$ cat config.mk
export PLATFORM = sky130hd
export DESIGN_NAME = tpm_ctrl
export DESIGN_NICKNAME = d
export VERILOG_FILES = /design/src/design/tpm_pkg.sv /design/src/design/tpm_ctrl.sv
export SDC_FILE = /design/constraint.sdc
export NUM_CORES = 1
export LEC_CHECK = 0
export BUFFER_PORTS_ARGS = -buffer_cell sky130_fd_sc_hd__clkbuf_2
export CORE_MARGIN = 2
export CORE_UTILIZATION = 30
export DETAILED_ROUTE_END_ITERATION = 10
export MAX_ROUTING_LAYER = met4
export PLACE_DENSITY = 0.63
export SLEW_MARGIN = 20
export SYNTH_ARGS = -nofsm -noshare
export SYNTH_HDL_FRONTEND = slang
export SYNTH_SLANG_ARGS = --single-unit
$ cat constraint.sdc
create_clock -name clock -period 1.19 [get_ports clock]
set_input_delay 0.0595 -clock clock [delete_from_list [all_inputs] [get_ports clock]]
set_output_delay 0.0595 -clock clock [all_outputs]
set_load 0.1 [all_outputs]
$ cat src/design/tpm_pkg.sv
// ----------------------------------------------------------------------------
// tpm_pkg: shared types and constants of the page table mapper
// Op and status codes, word layouts and the control/status bundles that
// pass between the controller and the datapath.
// ----------------------------------------------------------------------------
package tpm_pkg;

   // field widths
   localparam int FRAME_W    = 20;
   localparam int ATTR_W     = 12;
   localparam int VADDR_W    = 32;
   localparam int ENTRY_W    = 32;
   localparam int IDX_W      = 10;
   localparam int ENTRIES    = 1024;
   localparam int PAGE_SHIFT = 12;

   // pool base after reset
   localparam logic [FRAME_W-1:0] BASE_RESET = 20'd256;

   // op codes
   localparam logic [1:0] OP_MAP    = 2'd0;
   localparam logic [1:0] OP_UNMAP  = 2'd1;
   localparam logic [1:0] OP_NEWDIR = 2'd2;

   // status codes
   localparam logic [1:0] ST_OK        = 2'd0;
   localparam logic [1:0] ST_EXHAUSTED = 2'd1;
   localparam logic [1:0] ST_OUTSIDE   = 2'd2;

   // attribute masks
   localparam logic [ATTR_W-1:0] ATTR_PRESENT       = 12'h001;
   localparam logic [ATTR_W-1:0] ATTR_CLEAR_PRESENT = 12'hFFE;

   // memory address select
   localparam logic [1:0] ASEL_PDE = 2'd0;
   localparam logic [1:0] ASEL_PTE = 2'd1;
   localparam logic [1:0] ASEL_CLR = 2'd2;

   // memory write data select
   localparam logic [1:0] WSEL_ZERO = 2'd0;
   localparam logic [1:0] WSEL_PDE  = 2'd1;
   localparam logic [1:0] WSEL_PTE  = 2'd2;

   typedef struct packed {
      logic [1:0]         op;
      logic [FRAME_W-1:0] dir_frame;
      logic [VADDR_W-1:0] virt_addr;
      logic [FRAME_W-1:0] phys_frame;
      logic [ATTR_W-1:0]  attr_bits;
   } req_type;

   typedef struct packed {
      logic [1:0]         status;
      logic [VADDR_W-1:0] phys_addr;
      logic [FRAME_W-1:0] new_frame;
      logic               table_allocated;
   } rsp_type;

   typedef struct packed {
      logic       latch_req;
      logic       alloc_start;
      logic       cap_pde;
      logic       mem_re;
      logic       mem_we;
      logic [1:0] addr_sel;
      logic [1:0] wdata_sel;
      logic       status_we;
      logic [1:0] status_code;
      logic       set_paddr;
      logic       rsp_load;
   } cmd_type;

   typedef struct packed {
      logic [1:0] op;
      logic       dir_in_pool;
      logic       pde_present;
      logic       tbl_in_pool;
      logic       pool_full;
      logic       clear_last;
   } stat_type;

endpackage

$ cat src/design/tpm_ctrl.sv
// ----------------------------------------------------------------------------
// tpm_ctrl: sequencer of the page table mapper
// Walks one request through directory read, optional page allocation with
// clear sweep, directory write and table entry read-modify-write.
// ----------------------------------------------------------------------------
module tpm_ctrl (
   input  logic              clock,
   input  logic              reset,
   input  logic              req_valid,
   output logic              req_ready,
   input  logic              rsp_busy,
   input  tpm_pkg::stat_type stat,
   output tpm_pkg::cmd_type  cmd
);
   import tpm_pkg::*;

   localparam logic [3:0] S_IDLE     = 4'd0;
   localparam logic [3:0] S_DISPATCH = 4'd1;
   localparam logic [3:0] S_PDE_WAIT = 4'd2;
   localparam logic [3:0] S_CHECK    = 4'd3;
   localparam logic [3:0] S_CLEAR    = 4'd4;
   localparam logic [3:0] S_WR_PDE   = 4'd5;
   localparam logic [3:0] S_RD_PTE   = 4'd6;
   localparam logic [3:0] S_PTE_WAIT = 4'd7;
   localparam logic [3:0] S_FINISH   = 4'd8;

   logic [3:0] state_ff;
   logic [3:0] state_in;

   // next state and commands
   always_comb begin
      cmd       = '0;
      state_in  = state_ff;
      req_ready = (state_ff == S_IDLE);
      unique case (state_ff)
         S_IDLE: begin
            if (req_valid) begin
               cmd.latch_req = 1'b1;
               state_in      = S_DISPATCH;
            end
         end
         S_DISPATCH: begin
            if (stat.op == OP_NEWDIR) begin
               if (stat.pool_full) begin
                  cmd.status_we   = 1'b1;
                  cmd.status_code = ST_EXHAUSTED;
                  state_in        = S_FINISH;
               end else begin
                  cmd.alloc_start = 1'b1;
                  state_in        = S_CLEAR;
               end
            end else if (stat.op == OP_MAP || stat.op == OP_UNMAP) begin
               if (!stat.dir_in_pool) begin
                  cmd.status_we   = 1'b1;
                  cmd.status_code = ST_OUTSIDE;
                  state_in        = S_FINISH;
               end else begin
                  cmd.mem_re   = 1'b1;
                  cmd.addr_sel = ASEL_PDE;
                  state_in     = S_PDE_WAIT;
               end
            end else begin
               state_in = S_FINISH;
            end
         end
         S_PDE_WAIT: begin
            cmd.cap_pde = 1'b1;
            state_in    = S_CHECK;
         end
         S_CHECK: begin
            if (stat.op == OP_MAP) begin
               if (!stat.pde_present) begin
                  if (stat.pool_full) begin
                     cmd.status_we   = 1'b1;
                     cmd.status_code = ST_EXHAUSTED;
                     state_in        = S_FINISH;
                  end else begin
                     cmd.alloc_start = 1'b1;
                     state_in        = S_CLEAR;
                  end
               end else if (!stat.tbl_in_pool) begin
                  cmd.status_we   = 1'b1;
                  cmd.status_code = ST_OUTSIDE;
                  state_in        = S_FINISH;
               end else begin
                  state_in = S_WR_PDE;
               end
            end else begin
               if (!stat.tbl_in_pool) begin
                  cmd.status_we   = 1'b1;
                  cmd.status_code = ST_OUTSIDE;
                  state_in        = S_FINISH;
               end else begin
                  cmd.mem_re   = 1'b1;
                  cmd.addr_sel = ASEL_PTE;
                  state_in     = S_PTE_WAIT;
               end
            end
         end
         S_CLEAR: begin
            cmd.mem_we    = 1'b1;
            cmd.addr_sel  = ASEL_CLR;
            cmd.wdata_sel = WSEL_ZERO;
            if (stat.clear_last) begin
               state_in = (stat.op == OP_NEWDIR) ? S_FINISH : S_WR_PDE;
            end
         end
         S_WR_PDE: begin
            cmd.mem_we    = 1'b1;
            cmd.addr_sel  = ASEL_PDE;
            cmd.wdata_sel = WSEL_PDE;
            state_in      = S_RD_PTE;
         end
         S_RD_PTE: begin
            cmd.mem_re   = 1'b1;
            cmd.addr_sel = ASEL_PTE;
            state_in     = S_PTE_WAIT;
         end
         S_PTE_WAIT: begin
            cmd.mem_we    = 1'b1;
            cmd.addr_sel  = ASEL_PTE;
            cmd.wdata_sel = WSEL_PTE;
            cmd.set_paddr = (stat.op == OP_UNMAP);
            state_in      = S_FINISH;
         end
         S_FINISH: begin
            if (!rsp_busy) begin
               cmd.rsp_load = 1'b1;
               state_in     = S_IDLE;
            end
         end
         default: begin
            state_in = S_IDLE;
         end
      endcase
   end

   // state register
   always_ff @(posedge clock) begin
      if (reset) begin
         state_ff <= S_IDLE;
      end else begin
         state_ff <= state_in;
      end
   end

endmodule

==> results of run 1 <==
through the flow:
step	TNS, ns	std cells	worst slack (ns)
after floorplan	-5.42	69	-0.962
after global placement	-1.71	136	-0.212
after detailed placement	-2.10	136	-0.230
after CTS	-6.11	151	-0.482
cells by family after synthesis:
kind of cell | synth area share (%)
and+or+nand+nor | 39.6
AOI/OAI and AO/OA | 28.2
buffers and inverters | 11.4
DFF | 16.6
muxes | 4.15
cells in the mapped netlist:
master,instances
nor3b_1,1
mux2i_1,2
a211oi_1,1
o221a_2,1
buf_2,2
and3_1,1
dfxtp_1,4
a21o_1,1
o22ai_1,3
and2_1,4
nor3_1,4
nor4_1,2
nor2_1,7
and4bb_1,1
nor3_2,1
and2_4,1
buf_4,2
a21oi_1,1
a22oi_1,1
a211o_1,1
or2_1,1
nor2b_1,3
a31oi_1,1
a221oi_1,1
inv_1,8
o32ai_1,1
o31a_1,2
a32o_1,2
a32oi_1,1
nand2b_1,3
nand2_1,5
repair_timing:
item / CTS
endpoints found under the setup margin: 19
buffers inserted: 12
pin swaps: 14
endpoints found under the hold margin: 0
gates cloned: 0
resized for setup: 31
==> impl_metrics.csv, run 1 <==
group,metric,value,unit
placement,place.gp.congestion,0.879,
synthesis,syn_nets,80,
clock_network,clock_path_buffers,2,
synthesis,ys_seq_area_share,16.6,%
synthesis,synth_cells,69,
floorplan,rows,14,
clock_network,cts.sinks,4,
floorplan,fp.dieH,44.1,microns
synthesis,syn_avg_cell_area,7.00,sq um
synthesis,syn_area,483,sq um
synthesis,synth_top_area_share,16.6,%
synthesis,yosys_warnings,0,
global_route,grt_max_degree,6,
clock_network,hold_buffers,0,
clock_network,cts-root-buf,"clkbuf_4",
status,outcome,"stopped before the end",
floorplan,start_util,32.1,%
placement,dp_hpwl,1790,microns
clock_network,htree_levels,1,
status,failed_stage,"global routing",
floorplan,pin_count,26,
synthesis,synth_cell_type_count,31,
synthesis,synth-seq-cells,4,
placement,numPortBuffers,25,
synthesis,synth_top_area_cell,"dfxtp_1",
clock_network,cts_buffers,3,
placement,placed_area,0.00121,sq mm
status,tool.error,"[ERROR DPL-0038] Utilization greater than 100%, impossible to legalize",
timing,worstEpCategory,"primary output",
timing,crit_endpoint,"cmd[4]",
synthesis,synth_area_leaders,"dfxtp_1, inv_1, nor2_1",
floorplan,die_x,44.1,microns
==> inputs of run 2 (changes only) <==
--- a/config.mk
+++ b/config.mk
@@ -6,11 +6,10 @@
 export NUM_CORES = 1
 export LEC_CHECK = 0
 export BUFFER_PORTS_ARGS = -buffer_cell sky130_fd_sc_hd__clkbuf_2
-export CORE_MARGIN = 2
-export CORE_UTILIZATION = 30
+export CORE_AREA = 2 2 63 65
 export DETAILED_ROUTE_END_ITERATION = 10
-export MAX_ROUTING_LAYER = met4
-export PLACE_DENSITY = 0.63
+export DIE_AREA = 0 0 65 67
+export PLACE_DENSITY_LB_ADDON = 0.15
 export SLEW_MARGIN = 20
 export SYNTH_ARGS = -nofsm -noshare
 export SYNTH_HDL_FRONTEND = slang
==> constraint.sdc (replaced) <==
create_clock -name clock -period 1.5 [get_ports clock]
set_input_delay 0.075 -clock clock [delete_from_list [all_inputs] [get_ports clock]]
set_output_delay 0.075 -clock clock [all_outputs]
set_load 0.1 [all_outputs]
==> run 2 against run 1 <==
Net effect: the flow now finishes, with violations (setup timing); synthesized cell count unchanged; synthesized area unchanged.
==> impl_metrics.csv, run 2 <==
group,metric,value,unit
timing,hold_violations,0,
setup_path,max_stage_delay,0.36,ns
synthesis,synth_area_leaders,"dfxtp_1, inv_1, nor2_1",
timing,finalMaxSlewViolations,0,
setup_path,critPathCaptureType,"primary output",
drt,drt-total-wl,1960,microns
clock_network,cts-root-buf,"clkbuf_8",
synthesis,ys_seq_area_share,16.6,%
finish,area_delta_synth_final,152,%
timing,period_share,112,%
synthesis,synth_commonest_cells,"inv_1, nor2_1, nand2_1",
synthesis,syn_avg_cell_area,7.00,sq um
drt,dr.pass1.iters,4,
timing,finalSetupViolCount,8,
clock_network,htree_levels,1,
synthesis,synthArstFlopShare,0,%
synthesis,syn_area,483,sq um
synthesis,synth-seq-cells,4,
placement,place.gp.congestion,0.803,
placement,dp_hpwl,1550,microns
finish,layout_common_cells,"buf_12, buf_4, clkbuf_2, inv_1, nor2_1",
timing,timing.hold.ws,0.138,ns
global_route,grt_pass1_vias,670,
floorplan,fp.dieH,67,microns
global_route,grt-ovfl-total,0,
synthesis,synth_cell_type_count,31,
floorplan,rows,22,
setup_path,crit_start,"state_ff[0]$_SDFFE_PP0P_",
global_route,grt_max_degree,11,
finish,fin_nets,121,
finish,fin_cells,156,
status,violations,"setup timing",
setup_path,cp.arrival,1.61,ns
synthesis,synth_top_area_share,16.6,%
worst_hold_path,hold_path_class,"in2reg",
floorplan,coreArea,0.00361,sq mm
floorplan,die_area,0.00436,sq mm
status,outcome,"finished with violations",
finish,regMostFlops,"state_ff",
power_and_ir_drop,powerDensity,730,mW/mm^2
floorplan,start_util,13.4,%
drt,drtAntennaViolNets,0,
power_and_ir_drop,peakVddDrop,0.232,mV
placement,numPortBuffers,25,
synthesis,synth_cells,69,
finish,drive_gt1_share,67.6,%
finish,reg_top3,"state_ff (4)",
worst_hold_path,hp-start,"reset",
clock_network,cts_tree,"built",
timing,fmax,593,MHz
drt,vias_per_cell,4.34,
setup_path,cp-start-kind,"flop",
global_route,grt_pass1_wl,3130,microns
setup_path,r2r-start,"state_ff[1]$_SDFFE_PP0P_",
clock_network,hold_buffers,0,
setup_path,r2r_end,"state_ff[3]$_SDFFE_PP0P_",
finish,n_antenna_cell,0,
drt,drc,0,
setup_path,critPathMaxFanout,8,
timing,min_period,1.69,ns
setup_path,reg2reg_depth,8,
setup_path,critical_path_class,"reg2out",
timing,grt_setup_unrepaired,"yes",
drt,wl_per_cell,12.6,microns
placement,dp_cells,148,
timing,slew_headroom,74.1,%
placement,post-place-ws,0.0481,ns
power_and_ir_drop,power.leakage,0.487,nW
synthesis,yosysMostFrequentCell,"inv_1",
setup_path,crit_path_top_delay_cell,"dfxtp_4",
job,maxCapViolations,0,
clock_network,cts.clk_slew.worst_paths,0.03,ns
worst_hold_path,whs_path_depth,2,
drt,dr_total_vias,677,
timing,finalWorstSetupSlack,-0.187,ns
clock_network,cts.sinks,4,
timing,worstMarginPinSlew,0.387,ns
global_route,antenna_found_initial,0,
setup_path,reg2reg_slack,0.04,ns
synthesis,synth_edf_count,0,
floorplan,pin_count,26,
synthesis,synth_top_area_cell,"dfxtp_1",
floorplan,die_x,65,microns
clock_network,cts_buffers,3,
clock_network,clock_path_buffers,2,
synthesis,synth-main-ff-cell,"dfxtp_1",
global_route,grt.total_usage,9.54,%
synthesis,syn_nets,80,
setup_path,critPathRequiredTime,1.42,ns
finish,layout_commonest_cell,"buf_12",
drt,drtIter0Drc,11,
finish,largest_reg_flops,4,
synthesis,yosys_warnings,0,
worst_hold_path,whs_endpoint,"state_ff[3]$_SDFFE_PP0P_",
power_and_ir_drop,total_power,889,uW
clock_network,clk_latency,0.21,ns
timing,skew,0.0000701,ns
setup_path,path_cells,"and4bb_2, a32o_2, and2_4, or2_4, buf_12",
==> run 2: kinds of logic after synthesis <==
family          share of synthesized area, %
simple gates                            39.6
compound gates                          28.2
buf+inv                                 11.4
flops                                   16.6
mux                                     4.15
==> run 2: worst max path at each step <==
stage	to	slack, ns	cells after the start
floorplan	cmd[13]	-0.67	3
global placement	state_ff[3]$_SDFFE_PP0P_	0.02	5
detailed placement	cmd[4]	0.05	5
CTS	cmd[4]	-0.19	5
global route	cmd[4]	-0.23	5
finish	cmd[4]	-0.19	5
==> run 2: repair_timing <==
item	CTS	global route
setup buffers	1	4
pin swaps	2	4
setup endpoints to repair	6	11
resized for setup	3	10
==> run 2: worst max-delay path: cells and delay by family, from the launching register on <==
| family | cells | cell delay, ns |
|---|---|---|
| AO/OA/AOI/OAI | 1 | 0.23 |
| buffers and inverters | 1 | 0.16 |
| flip-flops | 1 | 0.36 |
| AND/OR/NAND/NOR | 3 | 0.64 |
==> run 2: final cells by class <==
cell class / instances / area [sq um]
Sequential cell: 4 / 92.6
Tap cell: 48 / 60.1
Multi-Input combinational cell: 53 / 503
Inverter: 8 / 33.8
Clock buffer: 3 / 41.3
Fill cell: 388 / 2390
Timing Repair Buffer: 40 / 487
==> run 2: per-layer routing <==
metal | global-route usage, % | routed length, microns
met5 | 0 | 0
met3 | 3.04 | 77
met4 | 3.19 | 27
met2 | 15.1 | 979
met1 | 12.2 | 875
==> run 2: power by group <==
group          leakage [nW]  total [mW]  internal [mW]  switching, mW
clock                0.0216       0.228          0.171         0.0571
combinational         0.430       0.532          0.223          0.309
sequential           0.0353       0.129          0.116         0.0129
total                 0.487       0.889          0.510          0.379
==> run 2: per-stage QoR <==
stage | cell area, sq um | utilization, % | setup TNS [ns]
floorplan | 636 | - | -1.92
global placement | 1090 | 30.4 | 0
detailed placement | 1090 | 30.4 | 0
CTS | 1150 | 32.0 | -0.495
global route | 1220 | 33.8 | -1.00
finish | 1220 | 33.8 | -0.452
Power figures use the tool's default switching activity.
